[src/rtl/fsn_pkg.sv]
`timescale 1ns / 1ps

package fsn_pkg;

	// Number of refinement iterations on the inverse square root estimate.
	localparam int unsigned N_STEPS = 2;

	localparam logic [31:0] SEED_MAGIC   = 32'h5f37_59df;
	localparam logic [31:0] HALF_ONE     = 32'h3f00_0000;
	localparam logic [31:0] THREE_HALVES = 32'h3fc0_0000;
	localparam logic [31:0] QNAN_DEFAULT = 32'hffc0_0000;
	localparam logic [31:0] QUIET_BIT    = 32'h0040_0000;
	localparam logic [7:0]  EXP_ALL_ONES = 8'hff;

	// Operands that ride along with an item while one operation is in flight.
	typedef struct packed {
		logic [31:0] value;
		logic [31:0] half;
		logic [31:0] est;
	} tag_t;

	// Leading zero count of a 28-bit word; 28 when the word is zero.
	function automatic logic [4:0] lzc28(input logic [27:0] x);
		logic [4:0] n;
		n = 5'd28;
		for (int i = 0; i < 28; i++) begin
			if (x[i]) begin
				n = 5'(27 - i);
			end
		end
		return n;
	endfunction

endpackage

[src/rtl/fsn_fmul.sv]
`timescale 1ns / 1ps

// Three-stage binary32 multiplier, round to nearest even, full subnormal support.
module fsn_fmul (
	input  logic               clk,
	input  logic               arst_n,
	input  logic               en,
	input  logic               in_vld,
	input  logic [31:0]        a,
	input  logic [31:0]        b,
	input  fsn_pkg::tag_t      in_tag,
	output logic               vld,
	output logic [31:0]        res,
	output fsn_pkg::tag_t      out_tag
);

	// Returns {mantissa[23:0], exponent[10:0]} with subnormals normalized.
	function automatic logic [34:0] unpack(input logic [31:0] x);
		logic [4:0]         lz;
		logic [23:0]        m;
		logic signed [10:0] e;
		lz = fsn_pkg::lzc28({1'b0, x[22:0], 4'b0});
		if (x[30:23] != 8'd0) begin
			m = {1'b1, x[22:0]};
			e = $signed({3'b0, x[30:23]});
		end else begin
			m = {1'b0, x[22:0]} << lz;
			e = 11'sd1 - $signed({6'b0, lz});
		end
		return {m, e};
	endfunction

	logic [34:0] ua, ub;
	logic        nan_a, nan_b, inf_a, inf_b, zero_a, zero_b, sgn;
	logic        spc;
	logic [31:0] spc_res;

	logic               vld_s1, vld_s2;
	logic               sgn_s1, sgn_s2;
	logic [23:0]        ma_s1, mb_s1;
	logic signed [10:0] ea_s1, eb_s1, e_s2;
	logic               spc_s1, spc_s2;
	logic [31:0]        spc_res_s1, spc_res_s2;
	fsn_pkg::tag_t      tag_s1, tag_s2;
	logic [47:0]        p_s2;

	always_comb begin
		ua     = unpack(a);
		ub     = unpack(b);
		sgn    = a[31] ^ b[31];
		nan_a  = (a[30:23] == fsn_pkg::EXP_ALL_ONES) && (a[22:0] != 23'd0);
		nan_b  = (b[30:23] == fsn_pkg::EXP_ALL_ONES) && (b[22:0] != 23'd0);
		inf_a  = (a[30:23] == fsn_pkg::EXP_ALL_ONES) && (a[22:0] == 23'd0);
		inf_b  = (b[30:23] == fsn_pkg::EXP_ALL_ONES) && (b[22:0] == 23'd0);
		zero_a = (a[30:0] == 31'd0);
		zero_b = (b[30:0] == 31'd0);
		spc    = 1'b1;
		if (nan_a) begin
			spc_res = a | fsn_pkg::QUIET_BIT;
		end else if (nan_b) begin
			spc_res = b | fsn_pkg::QUIET_BIT;
		end else if ((inf_a && zero_b) || (zero_a && inf_b)) begin
			spc_res = fsn_pkg::QNAN_DEFAULT;
		end else if (inf_a || inf_b) begin
			spc_res = {sgn, fsn_pkg::EXP_ALL_ONES, 23'd0};
		end else if (zero_a || zero_b) begin
			spc_res = {sgn, 31'd0};
		end else begin
			spc     = 1'b0;
			spc_res = {sgn, 31'd0};
		end
	end

	// Stage 3 datapath: normalize by one place, denormalize, round.
	logic               p47;
	logic [47:0]        m;
	logic signed [11:0] ex, dsh;
	logic [5:0]         sh;
	logic [47:0]        shifted;
	logic               lost, g, st, rup;
	logic [23:0]        kept;
	logic [7:0]         expf;
	logic [30:0]        r31;
	logic [31:0]        res_d;

	always_comb begin
		p47 = p_s2[47];
		m   = p47 ? p_s2 : (p_s2 << 1);
		ex  = p47 ? ($signed({e_s2[10], e_s2}) + 12'sd1) : $signed({e_s2[10], e_s2});
		dsh = 12'sd1 - ex;
		if (ex < 12'sd1) begin
			sh = (dsh > 12'sd63) ? 6'd63 : dsh[5:0];
		end else begin
			sh = 6'd0;
		end
		shifted = m >> sh;
		lost    = |(m & ~(48'hffff_ffff_ffff << sh));
		kept    = shifted[47:24];
		g       = shifted[23];
		st      = (|shifted[22:0]) | lost;
		rup     = g & (st | kept[0]);
		expf    = (ex < 12'sd1) ? 8'd0 : ex[7:0];
		r31     = {expf, kept[22:0]} + {30'd0, rup};
		if (spc_s2) begin
			res_d = spc_res_s2;
		end else if (ex >= 12'sd255) begin
			res_d = {sgn_s2, fsn_pkg::EXP_ALL_ONES, 23'd0};
		end else begin
			res_d = {sgn_s2, r31};
		end
	end

	always_ff @(posedge clk or negedge arst_n) begin
		if (!arst_n) begin
			vld_s1 <= 1'b0;
			vld_s2 <= 1'b0;
			vld    <= 1'b0;
		end else if (en) begin
			vld_s1 <= in_vld;
			vld_s2 <= vld_s1;
			vld    <= vld_s2;
		end
	end

	always_ff @(posedge clk) begin
		if (en) begin
			sgn_s1     <= sgn;
			ma_s1      <= ua[34:11];
			mb_s1      <= ub[34:11];
			ea_s1      <= $signed(ua[10:0]);
			eb_s1      <= $signed(ub[10:0]);
			spc_s1     <= spc;
			spc_res_s1 <= spc_res;
			tag_s1     <= in_tag;

			sgn_s2     <= sgn_s1;
			p_s2       <= ma_s1 * mb_s1;
			e_s2       <= ea_s1 + eb_s1 - 11'sd127;
			spc_s2     <= spc_s1;
			spc_res_s2 <= spc_res_s1;
			tag_s2     <= tag_s1;

			res        <= res_d;
			out_tag    <= tag_s2;
		end
	end

endmodule

[config.mk]
export PLATFORM = sky130hd
export DESIGN_NAME = fsn_fmul
export DESIGN_NICKNAME = d
export VERILOG_FILES = /design/src/rtl/fsn_pkg.sv /design/src/rtl/fsn_fmul.sv
export SDC_FILE = /design/constraint.sdc
export NUM_CORES = 2
export LEC_CHECK = 0
export BUFFER_PORTS_ARGS = -buffer_cell sky130_fd_sc_hd__clkbuf_2
export CORE_MARGIN = 3
export CORE_UTILIZATION = 30
export DETAILED_ROUTE_END_ITERATION = 12
export HOLD_SLACK_MARGIN = 0.12
export PLACE_DENSITY = 0.44
export SETUP_SLACK_MARGIN = 0.2
export SYNTH_ARGS = -nofsm -noshare
export SYNTH_HDL_FRONTEND = slang
export SYNTH_SLANG_ARGS = --single-unit
[constraint.sdc]
create_clock -name clk -period 9.4 [get_ports clk]
set_input_delay 1.41 -clock clk [delete_from_list [all_inputs] [get_ports clk]]
set_output_delay 1.41 -clock clk [all_outputs]
set_load 0.01 [all_outputs]
==> run metrics <==
status finished clean; clock slew at reported path FFs 60 ps; Hold Crit Start tag_s2[1]$_DFFE_PP_; RSZ-0062 raised after global routing no; Final Hold Viols 0; Critical Path Start Type flop; setup ws final 1100 ps; DIE AREA 150000 um^2; antenna violations before repair 4; first-pass GRT wire length 213000 um; HPWL after DPL 108000 um; Via-to-Cell Ratio 5.01; DR WL/cell 22.5 um; setup violators final 0; row count 139; Placed Cells 6145; cells on worst reg2reg path 27; fillers 14639; io pins 293; Worst slew margin 13.6%; Post-synth top flop edfxtp_1; 1st-iter DRT viols 2560; Total Neg Setup Slack 0 ps; CTS buffer count 54; WP data required 9790 ps; r2r startpoint ma_s1[13]$_DFFE_PP_; Port Buffers 292; # nets final 5134; drt first pass iters 6; global-route usage over all layers 18.6%; ys async rst share 0.581%; core area 144000 um^2; Hold Crit Endpoint out_tag[1]$_DFFE_PP_; Worst EP arrival 8690 ps; Syn. warnings 0; placer congestion estimate 0.883; syn avg cell area 10.7 um^2; commonest cells after routing, fill and taps aside nand2_1, inv_1, edfxtp_1, fa_1, clkbuf_2; drc violations 0; clk_lat worst skew 640 ps; drt total wl 140000 um; min cycle time layout 8300 ps; fin crit share 88.3%; Initial Utilization 30.2%; CTS root buffer clkbuf_16; critical path capture point type flop; Pins Over Slew Limit 0; share of layout cells above drive strength 1 12.8%; global route overflow 0; f_max 0.121 GHz; vias in the first global route 32403; final std cells w/o fill 6247; Hold Path Class flop to flop; CP max FO 24; clk sinks 516; register area share after synthesis 35.6%; skew final 32.6 ps; total number of vias 31269; register area 15500 um^2; hold_buf cts 0; Post-DRT Antenna Nets 0; Setup Fix Bufs, Post-CTS 0; Mapped Cells 4072; WHS Path Cells 0; CTS tree yes; Cell Area, Synth 43500 um^2; commonest non-fill, non-tap cell in the layout nand2_1; post_cts resized 0; largest net degree at the start of global routing 183; worst r2r dst p_s2[46]$_DFFE_PP_; area of the multi-input gates 25100 um^2; htree depth 2; flops & latches, synth 516; Die Ht 387 um; post-place setup slack 1000 ps; Syn-to-layout area delta 12.4%; number of synthesized flops with an enable pin 513; Max-Cap Viols 0; critical path class flop to flop; post-synth cell types 111; pin slew with the least headroom to its limit 1300 ps; deepest clock path buffer count 3; Die X 387 um; Syn Nets 4908; Worst R2R Setup Slack 1100 ps
==> state kept, by name (all words and copies together), names as in the netlist <==
signal / cells
vld_s2: 1
vld_s1: 1
eb_s1: 9
e_s2: 11
sgn_s2: 1
tag_s1: 96
ma_s1: 24
ea_s1: 9
spc_res_s2: 32
mb_s1: 24
tag_s2: 96
spc_s1: 1
spc_res_s1: 32
sgn_s1: 1
spc_s2: 1
out_tag: 96
p_s2: 48
res: 32
vld: 1
==> critical path, stage by stage (launching register included) <==
cell	delay (ps)
edfxtp_1	1070
nand2_1	190
fa_1	550
inv_1	50
fa_1	500
fa_1	480
fa_1	510
fa_1	540
inv_1	50
fa_1	500
inv_1	60
fa_1	460
ha_1	360
a2111oi_0	390
buf_4	200
nand3b_1	70
a21oi_1	140
o31ai_1	120
nand4_1	110
a31oi_1	130
a31oi_1	320
o21ai_0	160
a31oi_1	310
o21ai_0	150
nand2_1	100
nand2_1	110
a311oi_1	330
xnor2_1	90
==> layer usage <==
layer | vias up | GRT usage [%] | share of wire, %
met1 | 15872 | 25.8 | 45
li1 | 14364 | - | -
met2 | 874 | 30.8 | 48
met3 | 159 | 2.72 | 5.2
met5 | - | 0 | 0
met4 | 0 | 4.02 | 2.0
==> synthesized netlist by cell type (all sizes together) (13+ instances only) <==
| library cell | count | area [um^2] |
|---|---|---|
| nand2 | 591 | 2220 |
| inv | 530 | 1990 |
| edfxtp | 513 | 15400 |
| fa | 483 | 9670 |
| and2 | 225 | 1410 |
| ha | 189 | 2360 |
| clkbuf | 156 | 587 |
| a21oi | 145 | 756 |
| mux2i | 137 | 1370 |
| nor2 | 131 | 504 |
| o21ai | 98 | 513 |
| nor3 | 73 | 392 |
| xnor2 | 63 | 589 |
| nand3 | 60 | 310 |
| buf | 49 | 318 |
| a211oi | 40 | 305 |
| o22ai | 37 | 231 |
| nand4 | 36 | 246 |
| a21o | 32 | 240 |
| a31oi | 29 | 194 |
| xor2 | 29 | 262 |
| and3 | 28 | 175 |
| nor4 | 28 | 218 |
| nand2b | 24 | 150 |
| o21bai | 22 | 165 |
| or2 | 21 | 131 |
| o211ai | 20 | 150 |
| o221ai | 17 | 155 |
| o31ai | 17 | 155 |
| o21a | 16 | 120 |
| mux2 | 15 | 169 |
| or3 | 14 | 87.6 |
| nor2b | 13 | 81.3 |
| o32ai | 13 | 121 |
==> worst max path at each step <==
| stage | startpoint | end | depth (start not counted) |
|---|---|---|---|
| 3_3_place_gp | ma_s1[12]$_DFFE_PP_ | p_s2[46]$_DFFE_PP_ | 27 |
| 2_1_floorplan | mb_s1[3]$_DFFE_PP_ | p_s2[46]$_DFFE_PP_ | 27 |
| 3_5_place_dp | ma_s1[15]$_DFFE_PP_ | p_s2[46]$_DFFE_PP_ | 27 |
| 6_report | ma_s1[13]$_DFFE_PP_ | p_s2[46]$_DFFE_PP_ | 27 |
| 5_1_grt | ma_s1[15]$_DFFE_PP_ | p_s2[46]$_DFFE_PP_ | 27 |
| 4_1_cts | ma_s1[15]$_DFFE_PP_ | p_s2[46]$_DFFE_PP_ | 27 |
==> cell type report <==
class,count,share of cell area (%)
Clock buffer,64,2.90
Timing Repair Buffer,375,4.34
Clock inverter,36,0.737
Antenna cell,2,0.0102
Sequential cell,516,31.7
Inverter,533,4.09
Multi-Input combinational cell,2818,51.4
Tap cell,1903,4.87
==> stage by stage <==
stage	hold slack [ps]	instance area (um^2)	utilization, %
2_1_floorplan	400	43500	-
3_5_place_dp	405	47100	32.7
3_3_place_gp	400	47100	32.7
6_report	399	48900	34.0
5_1_grt	401	48900	34.0
4_1_cts	401	48900	34.0
==> kinds of logic after synthesis <==
logic type,after synthesis,share of synthesized area [%]
simple gates,1273,14.2
fa+ha+maj,672,27.7
xor+xnor,93,2.01
buf+inv,738,6.68
mux,154,3.65
flops,516,35.6
compound gates,626,10.2
Power is not shown: default switching activity piles up to over one toggle a cycle in this logic, so the estimate is an artifact.
