<file path="src/rtl/fsn_pkg.sv">
`timescale 1ns / 1ps

package fsn_pkg;

	// Number of refinement iterations on the inverse square root estimate.
	localparam int unsigned N_STEPS = 2;

	localparam logic [31:0] SEED_MAGIC   = 32'h5f37_59df;
	localparam logic [31:0] HALF_ONE     = 32'h3f00_0000;
	localparam logic [31:0] THREE_HALVES = 32'h3fc0_0000;
	localparam logic [31:0] QNAN_DEFAULT = 32'hffc0_0000;
	localparam logic [31:0] QUIET_BIT    = 32'h0040_0000;
	localparam logic [7:0]  EXP_ALL_ONES = 8'hff;

	// Operands that ride along with an item while one operation is in flight.
	typedef struct packed {
		logic [31:0] value;
		logic [31:0] half;
		logic [31:0] est;
	} tag_t;

	// Leading zero count of a 28-bit word; 28 when the word is zero.
	function automatic logic [4:0] lzc28(input logic [27:0] x);
		logic [4:0] n;
		n = 5'd28;
		for (int i = 0; i < 28; i++) begin
			if (x[i]) begin
				n = 5'(27 - i);
			end
		end
		return n;
	endfunction

endpackage

</file>
<file path="src/rtl/fsn_fsub.sv">
`timescale 1ns / 1ps

// Four-stage binary32 subtractor a - b, round to nearest even.
module fsn_fsub (
	input  logic               clk,
	input  logic               arst_n,
	input  logic               en,
	input  logic               in_vld,
	input  logic [31:0]        a,
	input  logic [31:0]        b,
	input  fsn_pkg::tag_t      in_tag,
	output logic               vld,
	output logic [31:0]        res,
	output fsn_pkg::tag_t      out_tag
);

	// Stage 1: order by magnitude, detect specials.
	logic        sb, swap, eff_sub, zsgn, bsgn;
	logic [30:0] big, sml;
	logic [7:0]  eb, es, d;
	logic [23:0] mb, ms;
	logic        nan_a, nan_b, inf_a, inf_b, spc;
	logic [31:0] spc_res;

	always_comb begin
		sb      = ~b[31];
		swap    = b[30:0] > a[30:0];
		big     = swap ? b[30:0] : a[30:0];
		sml     = swap ? a[30:0] : b[30:0];
		bsgn    = swap ? sb : a[31];
		eff_sub = a[31] ^ sb;
		zsgn    = a[31] & sb;
		eb      = (big[30:23] == 8'd0) ? 8'd1 : big[30:23];
		es      = (sml[30:23] == 8'd0) ? 8'd1 : sml[30:23];
		mb      = {big[30:23] != 8'd0, big[22:0]};
		ms      = {sml[30:23] != 8'd0, sml[22:0]};
		d       = eb - es;
		nan_a   = (a[30:23] == fsn_pkg::EXP_ALL_ONES) && (a[22:0] != 23'd0);
		nan_b   = (b[30:23] == fsn_pkg::EXP_ALL_ONES) && (b[22:0] != 23'd0);
		inf_a   = (a[30:23] == fsn_pkg::EXP_ALL_ONES) && (a[22:0] == 23'd0);
		inf_b   = (b[30:23] == fsn_pkg::EXP_ALL_ONES) && (b[22:0] == 23'd0);
		spc     = 1'b1;
		if (nan_a) begin
			spc_res = a | fsn_pkg::QUIET_BIT;
		end else if (nan_b) begin
			spc_res = b | fsn_pkg::QUIET_BIT;
		end else if (inf_a && inf_b && eff_sub) begin
			spc_res = fsn_pkg::QNAN_DEFAULT;
		end else if (inf_a) begin
			spc_res = a;
		end else if (inf_b) begin
			spc_res = {sb, fsn_pkg::EXP_ALL_ONES, 23'd0};
		end else begin
			spc     = 1'b0;
			spc_res = a;
		end
	end

	logic          vld_s1, vld_s2, vld_s3;
	logic          sgn_s1, sgn_s2, sgn_s3;
	logic          sub_s1, zsgn_s1, zsgn_s2;
	logic [7:0]    eb_s1, eb_s2, d_s1;
	logic [23:0]   mb_s1, ms_s1;
	logic          spc_s1, spc_s2, spc_s3;
	logic [31:0]   spc_res_s1, spc_res_s2, spc_res_s3;
	fsn_pkg::tag_t tag_s1, tag_s2, tag_s3;
	logic [27:0]   sum_s2;
	logic [26:0]   norm_s3;
	logic [8:0]    e_s3;

	// Stage 2: align the smaller operand and add or subtract.
	logic [26:0] mbx, msx, msh;
	logic        lost2;
	logic [27:0] sum;

	always_comb begin
		mbx   = {mb_s1, 3'b0};
		msh   = {ms_s1, 3'b0} >> d_s1;
		lost2 = |({ms_s1, 3'b0} & ~(27'h7ff_ffff << d_s1));
		if (d_s1 >= 8'd27) begin
			msx = {26'd0, |ms_s1};
		end else begin
			msx = {msh[26:1], msh[0] | lost2};
		end
		sum = sub_s1 ? ({1'b0, mbx} - {1'b0, msx}) : ({1'b0, mbx} + {1'b0, msx});
	end

	// Stage 3: normalize, bounded by the smallest normal exponent.
	logic [4:0]  lz;
	logic [7:0]  lim, shn;
	logic [26:0] norm;
	logic [8:0]  en3;
	logic        spc3;
	logic [31:0] spc_res3;

	always_comb begin
		lz  = fsn_pkg::lzc28(sum_s2);
		lim = eb_s2 - 8'd1;
		shn = ({3'b0, lz} - 8'd1 < lim) ? ({3'b0, lz} - 8'd1) : lim;
		if (sum_s2[27]) begin
			norm = {sum_s2[27:2], |sum_s2[1:0]};
			en3  = {1'b0, eb_s2} + 9'd1;
		end else begin
			norm = sum_s2[26:0] << shn;
			en3  = {1'b0, eb_s2} - {1'b0, shn};
		end
		spc3     = spc_s2 | (sum_s2 == 28'd0);
		spc_res3 = spc_s2 ? spc_res_s2 : {zsgn_s2, 31'd0};
	end

	// Stage 4: round and pack.
	logic [23:0] kept;
	logic        rup;
	logic [7:0]  expf;
	logic [30:0] r31;
	logic [31:0] res_d;

	always_comb begin
		kept = norm_s3[26:3];
		rup  = norm_s3[2] & (norm_s3[1] | norm_s3[0] | kept[0]);
		expf = norm_s3[26] ? e_s3[7:0] : 8'd0;
		r31  = {expf, kept[22:0]} + {30'd0, rup};
		if (spc_s3) begin
			res_d = spc_res_s3;
		end else if (e_s3 >= 9'd255) begin
			res_d = {sgn_s3, fsn_pkg::EXP_ALL_ONES, 23'd0};
		end else begin
			res_d = {sgn_s3, r31};
		end
	end

	always_ff @(posedge clk or negedge arst_n) begin
		if (!arst_n) begin
			vld_s1 <= 1'b0;
			vld_s2 <= 1'b0;
			vld_s3 <= 1'b0;
			vld    <= 1'b0;
		end else if (en) begin
			vld_s1 <= in_vld;
			vld_s2 <= vld_s1;
			vld_s3 <= vld_s2;
			vld    <= vld_s3;
		end
	end

	always_ff @(posedge clk) begin
		if (en) begin
			sgn_s1     <= bsgn;
			sub_s1     <= eff_sub;
			zsgn_s1    <= zsgn;
			eb_s1      <= eb;
			d_s1       <= d;
			mb_s1      <= mb;
			ms_s1      <= ms;
			spc_s1     <= spc;
			spc_res_s1 <= spc_res;
			tag_s1     <= in_tag;

			sgn_s2     <= sgn_s1;
			zsgn_s2    <= zsgn_s1;
			eb_s2      <= eb_s1;
			sum_s2     <= sum;
			spc_s2     <= spc_s1;
			spc_res_s2 <= spc_res_s1;
			tag_s2     <= tag_s1;

			sgn_s3     <= sgn_s2;
			norm_s3    <= norm;
			e_s3       <= en3;
			spc_s3     <= spc3;
			spc_res_s3 <= spc_res3;
			tag_s3     <= tag_s2;

			res        <= res_d;
			out_tag    <= tag_s3;
		end
	end

endmodule
</file>
<file path="config.mk">
export PLATFORM = sky130hd
export DESIGN_NAME = fsn_fsub
export DESIGN_NICKNAME = d
export VERILOG_FILES = /design/src/rtl/fsn_pkg.sv /design/src/rtl/fsn_fsub.sv
export SDC_FILE = /design/constraint.sdc
export NUM_CORES = 1
export LEC_CHECK = 0
export BUFFER_PORTS_ARGS = -buffer_cell sky130_fd_sc_hd__buf_2
export CORE_UTILIZATION = 35
export CTS_BUF_LIST = sky130_fd_sc_hd__clkbuf_8 sky130_fd_sc_hd__clkbuf_16
export DETAILED_ROUTE_END_ITERATION = 10
export HOLD_SLACK_MARGIN = 0.03
export REMOVE_ABC_BUFFERS = 1
export SYNTH_ARGS = -nofsm -noshare
export SYNTH_HDL_FRONTEND = slang
export SYNTH_SLANG_ARGS = --single-unit
export TNS_END_PERCENT = 30
</file>
<file path="constraint.sdc">
create_clock -name clk -period 16.5 [get_ports clk]
set_clock_uncertainty 0.2 [all_clocks]
set_input_delay 0.825 -clock clk [delete_from_list [all_inputs] [get_ports clk]]
set_output_delay 0.825 -clock clk [all_outputs]
set_load 0.05 [all_outputs]
</file>
==> results.md <==
* Outcome: finished clean
* Post-synth EDFFs at 657
* Pin count of the biggest net entering global routing at ~180
* Core footprint at 87,160 um2
* Post-synth ARST share at 0.6051%
* Hold crit path type: input port to register
* Final Wtd Congestion at roughly 0.91
* Finish-stage setup viols at 0
* Filler instances at 8,143
* Placed Area at 33,630 um2
* Critical Path Start Type: register
* DRT Pass-1 Iters at 5
* Setup CP Type: register to register
* Synth Area in Simple Gates at 10.16%
* RSZ-0062 raised after global routing: no
* Finished Cell Area at between 30,000 and 40,000 um2
* CP Capture Type: register
* DPL Wire Length at about 60,000 um
* Share of layout cells above drive strength 1 at between 10% and 20%
* Largest family of logic cells by synthesized area: compound AO/OA/AOI/OAI gates
* Vias in the first global route at ~20k
* Area share of the largest cell type after synthesis at ~64%
* Number of nets in the layout at roughly 3k
* Clock group share of total power at roughly a third
* Psw at ~1.5 mW
* CTS root buf: clkbuf_16
* Worst vdd ir at between 100 and 150 uV
* Post-synthesis compound-gate area fraction at 11.65%
* Top FF cell, synth: edfxtp_1
* Max Slew Vio Count at 0
* Port Buffers at between 200 and 300
* Row cnt at around 110
* First-pass GRT wire length at 122,500 um
* Most common cell in the netlist: edfxtp_1
* XOR/XNOR Fraction of Synth Area at 2.207%
* Clk Latency, worst-skew pair at about 0.62 ns
* Worst Path Buf+Inv at 2
* Adder-Cell Fraction of Synth Area at under 10%
* Initial Utilization at roughly 36%
* Area grow syn2layout at 16.47%
* MaxCap Viol Count at 0
* Slew headroom at roughly 26%
* GRT Total Usage at 17.80%
* Most Crowded Layer GR: met2
* Yosys cell types at 100
* Area occupied by registers at ~20,000 um2
* Die W at 299.4 um
* Clock sink total at 661
* Period utilization at between 40 and 50%
* Worst Tran Pin Value at roughly 1.1 ns
* Area leader, netlist: edfxtp_1
* Multi-input logic area at just over 10,000 um2
* Setup Total Neg Slack at 0 ns
* Synthesized flop and latch total at between 600 and 700
* RR Startpoint: sum_s2[12]
* Setup Slack @ Placement at 9.284 ns
* Longest Clk Path Bufs at 3
* Grt met3 use at about 3.5%
* Slowest cell on crit path: a211oi_2
* Final wirelength at 81,680 um
* Starting DRT DRC Count at approximately 1.6k
* Commonest cells post-synth: edfxtp_1, nand2_1, nor2_1
* Initial antenna violation count at 1
* CP top delay family: compound AO/OA/AOI/OAI gates
* Flop pwr share at 44.5%
* CTS buffer count at between 70 and 80
* Synth Cell Area at between 30,000 and 40,000 um2
* Static Leak at roughly 14 nW
* Logic pwr share at 22.7%
* Worst path arrival time at between 7 and 8 ns
* Routed Antenna Nets at 0
* Worst-path maximum fanout at 26
* Avg WL per Cell at 21.11 um
* Final worst slack at a little over 9 ns
* Final hold violations at 0
* Min-delay src: in_tag[52]
* Post-CTS Setup Bufs at 0
* TritonCTS clock tree: built
* Global route overflow at 0
* Post-synthesis sequential area ratio at 64.07%
* Synthesized instance count at about 2.4k
* Area contributors post-synth: edfxtp_1, ha_1, nand2_1
* CP required at 16.67 ns
* Syn. warnings at 0
* Max incr delay on CP at around 0.74 ns
* Mux cell area share after synthesis at under 10%
* Residual DRC count at 0
* Post-CTS Resized at 0
* Switching share of power at about a third
* H-tree depth at 3
* Vias at ~20k
* Max frequency at 136.4 MHz
* Die Ht at approximately 300 um
* Grt met1 use at between 20% and 30%
* M2 GR Usage at around 29%
* Total Die Area at roughly 90,000 um2
* Power Density at about 140 nW/um2
* Shortest period the worst path allows at between 7 and 8 ns
* Top Ports at approximately 290
* Int Power at between 3 and 4 mW
* Worst-path clk slew at about 0.06 ns
* CP Launch Point: sum_s2[12]
* Avg Inst Size Synth at between 10 and 15 um2
* Vias per inst at 5.278
sequential cells by signal, indices dropped and copies added, names as in the netlist, 9 cells and up:
name,flops
e_s3,9
mb_s1,24
ms_s1,24
norm_s3,27
out_tag,96
res,32
spc_res_s1,32
spc_res_s2,32
spc_res_s3,32
sum_s2,28
tag_s1,96
tag_s2,96
tag_s3,96
path summary, 6_finish.rpt:
kind,end,slack (ns),cells past startpoint
hold reg to reg,out_tag[71],0.20,0
max in group asynchronous,vld_s2,15.61,2
min in group asynchronous,vld_s1,0.37,2
hold / removal,tag_s1[52],0.18,1
setup reg to reg,e_s3[7],9.17,25
setup / recovery,e_s3[7],9.17,25
power by group through the flow:
stage | Sequential [mW] | Combinational, mW | Clock, mW
6_report | 2.17 | 1.11 | 1.60
5_1_grt | 2.18 | 1.19 | 1.72
4_1_cts | 2.17 | 1.09 | 1.65
3_5_place_dp | 2.20 | 1.09 | 0
3_3_place_gp | 2.19 | 1.10 | 0
2_1_floorplan | 2.25 | 0.620 | 0
logic make-up after synthesis:
| kind of cell | after synthesis |
|---|---|
| xor+xnor | 78 |
| compound gates | 529 |
| simple gates | 649 |
| mux | 114 |
| flops | 661 |
| fa+ha+maj | 110 |
| buf+inv | 235 |
per-layer routing:
layer  vias up  part of all wire [%]
met5         -                 0.015
met3       136                   6.3
met2       692                    47
met4         2                   2.5
met1     10020                    44
li1       9575                     -
final cells by class:
type,count,share of cell area (%)
sequential,661,55.01
multi-input combinational,1480,28.31
clock buffer,71,4.929
timing repair buffer,317,4.644
tap,1155,4.009
clock inverter,56,1.742
inverter,128,1.340
antenna,2,0.01388
through the flow:
step	total power, mW	std cells	util, %	hold slack, ns
2_1_floorplan	2.874	2269	-	0.2003
3_3_place_gp	3.295	3740	38.58	0.2004
3_5_place_dp	3.290	3740	38.58	0.2045
4_1_cts	4.912	3868	41.35	0.1287
5_1_grt	5.091	3868	41.35	0.1246
6_report	4.871	3870	41.36	0.1782
repair_timing:
item,4_1_cts,5_1_grt
endpoints found under the setup margin,0,0
hold endpoints to repair,4,0
hold buffers,1,0
cell usage in the layout (no fill, tap or decap), drive strengths merged, types with 32 or more instances in the layout:
| master | n |
|---|---|
| inv | 137 |
| and2 | 46 |
| nor3 | 41 |
| nand2 | 194 |
| mux2i | 41 |
| nor2 | 166 |
| mux2 | 62 |
| nand4 | 33 |
| ha | 107 |
| o21ai | 132 |
| nand3 | 52 |
| a21o | 34 |
| clkbuf | 71 |
| xor2 | 32 |
| clkinv | 33 |
| nor4 | 34 |
| a21oi | 139 |
| xnor2 | 46 |
| edfxtp | 657 |
| buf | 316 |
Note: power is estimated with default switching activity, not from simulation.
